<file path="src/rtl/core/dcwp_pkg.sv">
// Shared types and constants for the draw-command word parser.
// Used by the front, queue, back and top level modules; no dependencies.
package dcwp_pkg;

  localparam int unsigned WORD_W  = 32;
  localparam int unsigned NUM_OPS = 8;
  localparam int unsigned QDEPTH  = 4;
  localparam int unsigned QAW     = $clog2(QDEPTH);
  localparam int unsigned QCW     = $clog2(QDEPTH + 1);

  // Record kinds
  localparam logic [1:0] KIND_CLEAR  = 2'd0;
  localparam logic [1:0] KIND_RECT   = 2'd1;
  localparam logic [1:0] KIND_LINE   = 2'd2;
  localparam logic [1:0] KIND_STATUS = 2'd3;

  // End-of-message status codes
  localparam logic [2:0] ST_STOP      = 3'd0;
  localparam logic [2:0] ST_EXHAUSTED = 3'd1;
  localparam logic [2:0] ST_TRUNCATED = 3'd2;
  localparam logic [2:0] ST_UNKNOWN   = 3'd3;
  localparam logic [2:0] ST_SOURCE    = 3'd4;
  localparam logic [2:0] ST_MAGIC     = 3'd5;
  localparam logic [2:0] ST_SHORT     = 3'd6;

  // Opcode words
  localparam logic [WORD_W-1:0] OP_RECT = 32'd1;
  localparam logic [WORD_W-1:0] OP_LINE = 32'd2;
  localparam logic [WORD_W-1:0] OP_STOP = 32'd255;

  // Header length in words (magic, version, five clear words)
  localparam logic [3:0] HEADER_WORDS = 4'd7;
  localparam logic [3:0] RECT_OPS     = 4'd7;
  localparam logic [3:0] LINE_OPS     = 4'd8;
  localparam logic [3:0] CLEAR_OPS    = 4'd5;

  // Configuration register indexes and reset values
  localparam logic CFG_SOURCE = 1'b0;
  localparam logic CFG_MAGIC  = 1'b1;
  localparam logic [7:0]        SOURCE_RESET = 8'd1;
  localparam logic [WORD_W-1:0] MAGIC_RESET  = 32'h4546_5231;

  // Results caused by one accepted word: an optional record, then an
  // optional status record.
  typedef struct packed {
    logic                          rec_valid;
    logic [1:0]                    rec_kind;
    logic [NUM_OPS-1:0][WORD_W-1:0] rec_ops;
    logic                          sts_valid;
    logic [2:0]                    sts_code;
  } entry_t;

endpackage

</file>
<file path="src/rtl/core/dcwp_front.sv">
// Front part of the draw-command word parser: framing, header and opcode
// decode, operand collection. Depends on dcwp_pkg.
module dcwp_front import dcwp_pkg::*; (
  input  logic                 clk,
  input  logic                 rst_n,
  input  logic                 accept,
  input  logic [WORD_W-1:0]    data_word,
  input  logic [7:0]           source_id,
  input  logic                 start_of_message,
  input  logic                 end_of_message,
  input  logic [7:0]           accepted_source,
  input  logic [WORD_W-1:0]    magic_value,
  output logic                 push,
  output entry_t               entry
);

  typedef enum logic [2:0] {
    PH_IDLE,
    PH_HEADER,
    PH_OPCODE,
    PH_OPERANDS,
    PH_DRAIN
  } phase_t;

  phase_t                        phase_r, phase_nxt;
  logic [3:0]                    wc_r, wc_nxt;
  logic [1:0]                    op_r, op_nxt;
  logic [2:0]                    pend_r, pend_nxt;
  logic [NUM_OPS-1:0][WORD_W-1:0] opnd_r, opnd_nxt;

  phase_t     ph_start, ph_work;
  logic [3:0] wc_start, wc_inc, need, nops;
  logic [1:0] op_start;
  logic [2:0] pend_start, pend_work, sts_code;
  logic       rec_valid;
  logic [1:0] rec_kind;
  logic [3:0] wc_work;
  logic [1:0] op_work;

  always_comb begin
    // Start mark resets the parse, whatever was in progress
    ph_start   = phase_r;
    wc_start   = wc_r;
    op_start   = op_r;
    pend_start = pend_r;
    if (start_of_message) begin
      wc_start = 4'd0;
      op_start = 2'd0;
      if (source_id != accepted_source) begin
        ph_start   = PH_DRAIN;
        pend_start = ST_SOURCE;
      end else begin
        ph_start   = PH_HEADER;
        pend_start = ST_STOP;
      end
    end

    ph_work   = ph_start;
    wc_work   = wc_start;
    op_work   = op_start;
    pend_work = pend_start;
    opnd_nxt  = opnd_r;
    rec_valid = 1'b0;
    rec_kind  = KIND_CLEAR;
    nops      = 4'd0;
    wc_inc    = wc_start + 4'd1;
    need      = (op_start == KIND_LINE) ? LINE_OPS : RECT_OPS;

    unique case (ph_start)
      PH_HEADER: begin
        if (wc_start == 4'd0 && data_word != magic_value) begin
          pend_work = ST_MAGIC;
        end
        if (wc_start >= 4'd2) begin
          opnd_nxt[3'(wc_start - 4'd2)] = data_word;
        end
        wc_work = wc_inc;
        if (wc_inc >= HEADER_WORDS) begin
          if (pend_work == ST_MAGIC) begin
            ph_work = PH_DRAIN;
          end else begin
            rec_valid = 1'b1;
            rec_kind  = KIND_CLEAR;
            nops      = CLEAR_OPS;
            ph_work   = PH_OPCODE;
          end
          wc_work = 4'd0;
        end
      end
      PH_OPCODE: begin
        if (data_word == OP_STOP) begin
          pend_work = ST_STOP;
          ph_work   = PH_DRAIN;
        end else if (data_word == OP_RECT || data_word == OP_LINE) begin
          op_work = data_word[1:0];
          wc_work = 4'd0;
          ph_work = PH_OPERANDS;
        end else begin
          pend_work = ST_UNKNOWN;
          ph_work   = PH_DRAIN;
        end
      end
      PH_OPERANDS: begin
        opnd_nxt[wc_start[2:0]] = data_word;
        wc_work = wc_inc;
        if (wc_inc >= need) begin
          rec_valid = 1'b1;
          rec_kind  = op_start;
          nops      = need;
          wc_work   = 4'd0;
          ph_work   = PH_OPCODE;
        end
      end
      PH_IDLE, PH_DRAIN: begin
      end
      default: begin
      end
    endcase

    unique case (ph_work)
      PH_HEADER:   sts_code = ST_SHORT;
      PH_OPCODE:   sts_code = ST_EXHAUSTED;
      PH_OPERANDS: sts_code = ST_TRUNCATED;
      default: begin
        if (pend_work == ST_MAGIC && wc_work != 4'd0) begin
          sts_code = ST_SHORT;
        end else begin
          sts_code = pend_work;
        end
      end
    endcase

    phase_nxt = ph_work;
    wc_nxt    = wc_work;
    op_nxt    = op_work;
    pend_nxt  = pend_work;
    if (end_of_message && ph_start != PH_IDLE) begin
      phase_nxt = PH_IDLE;
      wc_nxt    = 4'd0;
      op_nxt    = 2'd0;
    end

    entry.rec_valid = rec_valid;
    entry.rec_kind  = rec_kind;
    for (int i = 0; i < NUM_OPS; i++) begin
      entry.rec_ops[i] = (4'(i) < nops) ? opnd_nxt[i] : '0;
    end
    entry.sts_valid = end_of_message && ph_start != PH_IDLE;
    entry.sts_code  = sts_code;

    push = accept && (entry.rec_valid || entry.sts_valid);
  end

  always_ff @(posedge clk) begin
    if (!rst_n) begin
      phase_r <= PH_IDLE;
      wc_r    <= 4'd0;
      op_r    <= 2'd0;
      pend_r  <= ST_STOP;
    end else if (accept) begin
      phase_r <= phase_nxt;
      wc_r    <= wc_nxt;
      op_r    <= op_nxt;
      pend_r  <= pend_nxt;
    end
  end

  // Operand store holds payload only
  always_ff @(posedge clk) begin
    if (accept) begin
      opnd_r <= opnd_nxt;
    end
  end

endmodule

</file>
<file path="src/rtl/core/dcwp_queue.sv">
// Short queue between the front and back parts of the parser.
// Holds the results of one word per entry. Depends on dcwp_pkg.
module dcwp_queue import dcwp_pkg::*; (
  input  logic           clk,
  input  logic           rst_n,
  input  logic           push,
  input  entry_t         push_entry,
  input  logic           pop,
  output entry_t         head,
  output logic [QCW-1:0] count
);

  entry_t         slot_r [QDEPTH];
  logic [QAW-1:0] wr_ptr_r, rd_ptr_r;
  logic [QCW-1:0] count_r;

  always_ff @(posedge clk) begin
    if (!rst_n) begin
      wr_ptr_r <= '0;
      rd_ptr_r <= '0;
      count_r  <= '0;
    end else begin
      if (push) begin
        wr_ptr_r <= wr_ptr_r + QAW'(1);
      end
      if (pop) begin
        rd_ptr_r <= rd_ptr_r + QAW'(1);
      end
      if (push && !pop) begin
        count_r <= count_r + QCW'(1);
      end else if (pop && !push) begin
        count_r <= count_r - QCW'(1);
      end
    end
  end

  always_ff @(posedge clk) begin
    if (push) begin
      slot_r[wr_ptr_r] <= push_entry;
    end
  end

  assign head  = slot_r[rd_ptr_r];
  assign count = count_r;

endmodule

</file>
<file path="src/rtl/core/dcwp_back.sv">
// Back part of the parser: presents the head queue entry as one or two
// result words, record first, then status. Depends on dcwp_pkg.
module dcwp_back import dcwp_pkg::*; (
  input  logic                           clk,
  input  logic                           rst_n,
  input  entry_t                         head,
  input  logic                           head_valid,
  input  logic                           out_take,
  output logic                           q_pop,
  output logic [1:0]                     record_kind,
  output logic [2:0]                     end_status,
  output logic [NUM_OPS-1:0][WORD_W-1:0] operands,
  output logic                           last_of_run
);

  logic rec_done_r, rec_done_nxt;
  logic show_rec;

  always_comb begin
    show_rec = head.rec_valid && !rec_done_r;
    if (show_rec) begin
      record_kind = head.rec_kind;
      end_status  = ST_STOP;
      operands    = head.rec_ops;
      last_of_run = !head.sts_valid;
    end else begin
      record_kind = KIND_STATUS;
      end_status  = head.sts_code;
      operands    = '0;
      last_of_run = 1'b1;
    end

    // Hold the entry after its record while the status word is still due
    q_pop        = 1'b0;
    rec_done_nxt = rec_done_r;
    if (head_valid && out_take) begin
      if (show_rec && head.sts_valid) begin
        rec_done_nxt = 1'b1;
      end else begin
        q_pop        = 1'b1;
        rec_done_nxt = 1'b0;
      end
    end
  end

  always_ff @(posedge clk) begin
    if (!rst_n) begin
      rec_done_r <= 1'b0;
    end else begin
      rec_done_r <= rec_done_nxt;
    end
  end

endmodule

</file>
<file path="src/rtl/core/draw_command_word_parser_core.sv">
// Draw-command word parser: one message word in, clear/rect/line/status
// records out. Top level; uses dcwp_pkg, dcwp_front, dcwp_queue, dcwp_back.
//
// One message word is taken per clock while the four-entry result queue
// has room; in_full rises only when that queue is full. A word gives at
// most one draw record plus, on the end mark, one status record; such a
// word gives two result words, since the back part hands out one result
// word per pop. A result is on the out_ ports at the earliest the cycle
// after its word is taken, later when older results still wait. Words
// outside a message, and drained words after a stop, a bad source or a
// bad magic, give no draw record. Configuration writes are always ready
// and take effect on the next word.
module draw_command_word_parser_core import dcwp_pkg::*; (
  input  logic              clk,
  input  logic              rst_n,
  // input words
  input  logic              in_push,
  output logic              in_full,
  input  logic [WORD_W-1:0] in_data_word,
  input  logic [7:0]        in_source_id,
  input  logic              in_start_of_message,
  input  logic              in_end_of_message,
  // results
  output logic              out_empty,
  input  logic              out_pop,
  output logic [1:0]        out_record_kind,
  output logic [2:0]        out_end_status,
  output logic [WORD_W-1:0] out_operand_0,
  output logic [WORD_W-1:0] out_operand_1,
  output logic [WORD_W-1:0] out_operand_2,
  output logic [WORD_W-1:0] out_operand_3,
  output logic [WORD_W-1:0] out_operand_4,
  output logic [WORD_W-1:0] out_operand_5,
  output logic [WORD_W-1:0] out_operand_6,
  output logic [WORD_W-1:0] out_operand_7,
  output logic              out_last_of_run,
  // configuration
  input  logic              cfg_valid,
  output logic              cfg_ready,
  input  logic              cfg_index,
  input  logic [WORD_W-1:0] cfg_data
);

  logic [7:0]                     src_r;
  logic [WORD_W-1:0]              magic_r;
  logic                           in_accept;
  logic                           fe_push;
  entry_t                         fe_entry;
  entry_t                         q_head;
  logic [QCW-1:0]                 q_count;
  logic                           q_pop;
  logic [NUM_OPS-1:0][WORD_W-1:0] be_ops;

  assign cfg_ready = 1'b1;

  always_ff @(posedge clk) begin
    if (!rst_n) begin
      src_r   <= SOURCE_RESET;
      magic_r <= MAGIC_RESET;
    end else if (cfg_valid && cfg_ready) begin
      unique case (cfg_index)
        CFG_SOURCE: src_r   <= cfg_data[7:0];
        CFG_MAGIC:  magic_r <= cfg_data;
        default: begin
        end
      endcase
    end
  end

  assign in_full   = (q_count == QCW'(QDEPTH));
  assign in_accept = in_push && !in_full;
  assign out_empty = (q_count == '0);

  dcwp_front u_front (
    .clk              (clk),
    .rst_n            (rst_n),
    .accept           (in_accept),
    .data_word        (in_data_word),
    .source_id        (in_source_id),
    .start_of_message (in_start_of_message),
    .end_of_message   (in_end_of_message),
    .accepted_source  (src_r),
    .magic_value      (magic_r),
    .push             (fe_push),
    .entry            (fe_entry)
  );

  dcwp_queue u_queue (
    .clk        (clk),
    .rst_n      (rst_n),
    .push       (fe_push),
    .push_entry (fe_entry),
    .pop        (q_pop),
    .head       (q_head),
    .count      (q_count)
  );

  dcwp_back u_back (
    .clk         (clk),
    .rst_n       (rst_n),
    .head        (q_head),
    .head_valid  (!out_empty),
    .out_take    (out_pop),
    .q_pop       (q_pop),
    .record_kind (out_record_kind),
    .end_status  (out_end_status),
    .operands    (be_ops),
    .last_of_run (out_last_of_run)
  );

  assign out_operand_0 = be_ops[0];
  assign out_operand_1 = be_ops[1];
  assign out_operand_2 = be_ops[2];
  assign out_operand_3 = be_ops[3];
  assign out_operand_4 = be_ops[4];
  assign out_operand_5 = be_ops[5];
  assign out_operand_6 = be_ops[6];
  assign out_operand_7 = be_ops[7];

  // A status word always closes the run of its input word
  a_status_last: assert property (@(posedge clk) disable iff (!rst_n)
    (!out_empty && out_record_kind == KIND_STATUS) |-> out_last_of_run)
    else $error("status record not marked last of run");

  // Draw records carry no status code
  a_rec_status_zero: assert property (@(posedge clk) disable iff (!rst_n)
    (!out_empty && out_record_kind != KIND_STATUS) |-> (out_end_status == ST_STOP))
    else $error("draw record with non-zero status");

  // A status entry is only raised by a word carrying the end mark
  a_status_on_eom: assert property (@(posedge clk) disable iff (!rst_n)
    (fe_push && fe_entry.sts_valid) |-> in_end_of_message)
    else $error("status entry without end mark");

  // Queue fill rises by one on a push without a pop
  a_count_step: assert property (@(posedge clk) disable iff (!rst_n)
    (fe_push && !q_pop) |=> (q_count == $past(q_count) + QCW'(1)))
    else $error("queue count did not advance on push");

endmodule
</file>
<file path="config.mk">
export PLATFORM = sky130hd
export DESIGN_NAME = draw_command_word_parser_core
export DESIGN_NICKNAME = d
export VERILOG_FILES = /design/src/rtl/core/dcwp_pkg.sv /design/src/rtl/core/dcwp_front.sv /design/src/rtl/core/dcwp_queue.sv /design/src/rtl/core/dcwp_back.sv /design/src/rtl/core/draw_command_word_parser_core.sv
export SDC_FILE = /design/constraint.sdc
export NUM_CORES = 2
export LEC_CHECK = 0
export ABC_CLOCK_PERIOD_IN_PS = 20300
export BUFFER_PORTS_ARGS = -buffer_cell sky130_fd_sc_hd__buf_2
export CAP_MARGIN = 20
export CORE_AREA = 3 3 338 340
export DETAILED_ROUTE_END_ITERATION = 8
export DIE_AREA = 0 0 341 343
export MAX_ROUTING_LAYER = met4
export PLACE_DENSITY = 0.64
export SLEW_MARGIN = 0
export SYNTH_ARGS = -nofsm -noshare
export SYNTH_HDL_FRONTEND = slang
export SYNTH_SLANG_ARGS = --single-unit
</file>
<file path="constraint.sdc">
create_clock -name clk -period 20.3 [get_ports clk]
set_input_delay 3.045 -clock clk [delete_from_list [all_inputs] [get_ports clk]]
set_output_delay 3.045 -clock clk [all_outputs]
set_load 0.02 [all_outputs]
</file>
==> impl_metrics.py <==
metrics = {
    "routing": {
        "vias": 29300,
        "wl_per_cell_um": 29.6,
        "wirelength_mm": 147,
        "dr.pass1.iters": 6,
        "via_per_inst": 5.91,
        "antenna_left": 0,
        "drc_errors": 0,
        "drtIter0Drc": 2973,
    },
    "worst_setup_path": {
        "cp_top_family": "buffers and inverters",
        "crit_chain": "buf_2 > inv_1 > nand2_1 > inv_1 > ha_1 > xnor2_1 > ha_1 > o21a_1 > nor2_1 > or3_2 > a21boi_4 > a21oi_2 > and2_4 > buf_4 > buf_4",
        "worstPathArrival_ns": 8.39,
        "path_max_fanout": 63,
        "start_kind": "input port",
        "required_ns": 20.64,
        "crit_slowest_cell": "buf_4",
        "worst-path-buf-inv": 5,
        "slowest_delay_ns": 0.91,
        "worstSetupEndpointType": "register",
        "path_class": "in -> reg",
    },
    "place": {
        "gp_congestion": 0.868,
        "dpl_cell_area_mm2": 0.0590,
        "io_buffers": 343,
        "hpwlAfterDp_mm": 86.2,
        "dpl.cell_count": 4697,
    },
    "clock_tree": {
        "cts.clk_slew.worst_paths_ns": 0.06,
        "post_cts_buffers": 0,
        "clk_latency_ns": 0.74,
        "cts_resized": 0,
        "cts.sinks": 1370,
        "cts_hold_buf": 0,
        "cts_buffers": 139,
        "clockRootBuffer": "clkbuf_16",
        "htree_num_levels": 4,
        "tritoncts": "done",
        "cts_max_path_buffers": 3,
    },
    "synthesis": {
        "syn-num-nets": 3098,
        "syn_inst": 3005,
        "yosysSeqAreaShare_pct": 72.7,
        "synth_top_cell_by_area": "edfxtp_1",
        "avgSynthCellArea_um2": 18.5,
        "synth-async-reset-ratio_pct": 0,
        "syn_area_mm2": 0.0557,
        "synth_cell_types": 68,
        "synth_edf_count": 1308,
        "ys_top_cells_by_area": "edfxtp_1 70%, mux4_2 11%, nor2b_1 5.5%",
        "synth_ff_type": "edfxtp_1",
        "synth_top_area_share_pct": 70.5,
        "ys_ff_latch": 1370,
        "ys_warn_count": 0,
    },
    "sta": {
        "finalHoldViolCount": 0,
        "clock.fmax_mhz": 124,
        "fin_crit_sh_pct": 39.6,
        "drv_slew": 0,
        "slew_headroom_pct": 2.68,
        "worst_slew_pin_slew_ns": 1.46,
        "tns_ns": 0,
        "fin_skew_ns": 0.0328,
        "rsz0062_at_grt": "no",
        "setup-violations-final": 0,
        "period_needed_ns": 8.05,
    },
    "pwr": {
        "p_total_mw": 7.62,
        "ir_drop_uv": 110,
        "power_density_mw_per_mm2": 120,
        "total_leakage_power_nw": 21.7,
    },
    "layout": {
        "drive_gt1_share_pct": 32.3,
        "mostFrequentLayoutCell": "edfxtp_1",
        "instances_no_fill": 4948,
        "layout_common_cells": "1308 x edfxtp_1, 486 x nor2b_1, 343 x buf_2, 263 x mux4_2, 240 x mux2_2",
        "final_core_util_pct": 56.7,
        "syn_to_final_growth_pct": 13.9,
        "nets": 3433,
        "fin_area_mm2": 0.0635,
    },
    "hold_path": {
        "hold_path_class": "reg -> reg",
    },
    "floorplan": {
        "row_count": 123,
        "die_h_um": 343,
        "start_util_pct": 49.8,
        "dieArea_mm2": 0.117,
        "fp.dieW_um": 341,
        "core_mm2": 0.112,
        "pin_count": 345,
    },
    "global_routing": {
        "grt_overflow_total": 0,
        "antenna_found_initial": 18,
        "grt_pass1_wl_mm": 212,
        "grt_pass1_vias": 30000,
        "grt_util_all_layers_pct": 25.8,
        "grt_max_degree": 157,
    },
    "run_status": {
        "status": "completed",
    },
    "job": {
        "maxCapViolCount": 0,
    },
}
==> per-stage QoR <==
stage,setup slack [ns],hold WS [ns]
floorplan,8.07,0.448
global route,11.91,0.497
finish,12.25,0.477
detailed placement,11.46,0.467
global placement,11.50,0.460
CTS,12.16,0.474
==> worst reg2reg max path: stages (launching register included) <==
cell	delay, ns
dfxtp_1	0.61
nor2b_1	0.46
inv_1	0.09
ha_1	0.33
ha_1	0.28
a2111oi_0	0.13
or3_2	0.49
a21boi_4	0.18
a21oi_2	0.36
and2_4	0.68
buf_4	0.94
buf_4	0.90
==> cell usage after synthesis (4+ instances only) <==
library cell and count:
and2_1 45, nor4_1 16, o21ai_0 5, xor2_1 42, nand3_1 23, nand4_1 7
nand2_1 107, xnor2_1 5, or2_2 4, edfxtp_1 1308, clkbuf_1 147, ha_1 12
buf_1 32, nor2_1 33, nor2b_1 486, inv_1 15, a31oi_1 4, nor3_1 6
a21oi_1 36, dfxtp_1 62, mux4_2 263, nand2b_1 9, mux2_1 16, mux2_2 240
a2bb2oi_1 4, buf_2 12, mux2i_1 5
==> routing by layer <==
layer | vias to the layer above | share of wire, % | GRT usage [%]
met5 | - | 0 | -
met4 | 0 | 2.5 | 7.27
met3 | 192 | 7.4 | 4.10
met2 | 1271 | 48 | 39.8
met1 | 15500 | 42 | 36.1
li1 | 12300 | - | -
==> sequential cells by signal (all words and copies together) (netlist names), named ones only <==
signal             flops
u_queue.wr_ptr_r       2
u_queue.count          3
src_r                  8
u_queue.slot_r      1052
u_queue.rd_ptr_r       2
u_front.phase_r        3
u_front.op_r           2
u_front.pend_r         3
u_back.rec_done_r      1
u_front.opnd_r       256
magic_r               32
u_front.wc_r           4
==> cell families (layout without fill, tap and decap cells) <==
| family | count (synthesis) | count (layout) | synth area share [%] |
|---|---|---|---|
| DFF | 1370 | 1370 | 72.7 |
| and+or+nand+nor | 753 | 753 | 7.83 |
| muxes | 524 | 524 | 15.9 |
| buffers and inverters | 210 | 649 | 1.47 |
| AOI/OAI and AO/OA | 87 | 87 | 1.07 |
| xor gates and xnor gates | 47 | 47 | 0.739 |
| adders and majority gates | 13 | 13 | 0.305 |
| other | 1 | 5 | 0.00673 |
==> where the power goes <==
part           total, mW  leakage [nW]  switching [mW]  internal [mW]
clock               2.48          2.16            1.04           1.44
combinational       1.74          6.10            1.05          0.695
sequential          3.40          13.4          0.0751           3.32
==> path summary, 6_finish.rpt <==
check / depth (start not counted) / slack [ns] / end / from
worst max-delay path: 15 / 12.25 / u_queue.slot_r[2][202]$_DFFE_PP_ / in_start_of_message
worst min-delay path: 2 / 0.48 / src_r[4]$_SDFFE_PN0P_ / src_r[4]$_SDFFE_PN0P_
worst max register to register: 11 / 14.39 / u_queue.slot_r[2][202]$_DFFE_PP_ / u_front.wc_r[1]$_SDFFE_PN0P_
worst min register to register: 2 / 0.48 / src_r[4]$_SDFFE_PN0P_ / src_r[4]$_SDFFE_PN0P_
==> area by class of cell <==
cell class                      count  area [µm²]
Timing Repair Buffer              388        2150
Multi-Input combinational cell   1425       14500
Fill cell                        8442       48400
Sequential cell                  1370       40500
Clock buffer                      177        3810
Antenna cell                        4        10.0
Tap cell                         1500        1880
Inverter                           16        67.6
Clock inverter                     68         583
No activity file was read; power rests on OpenSTA's default activity.
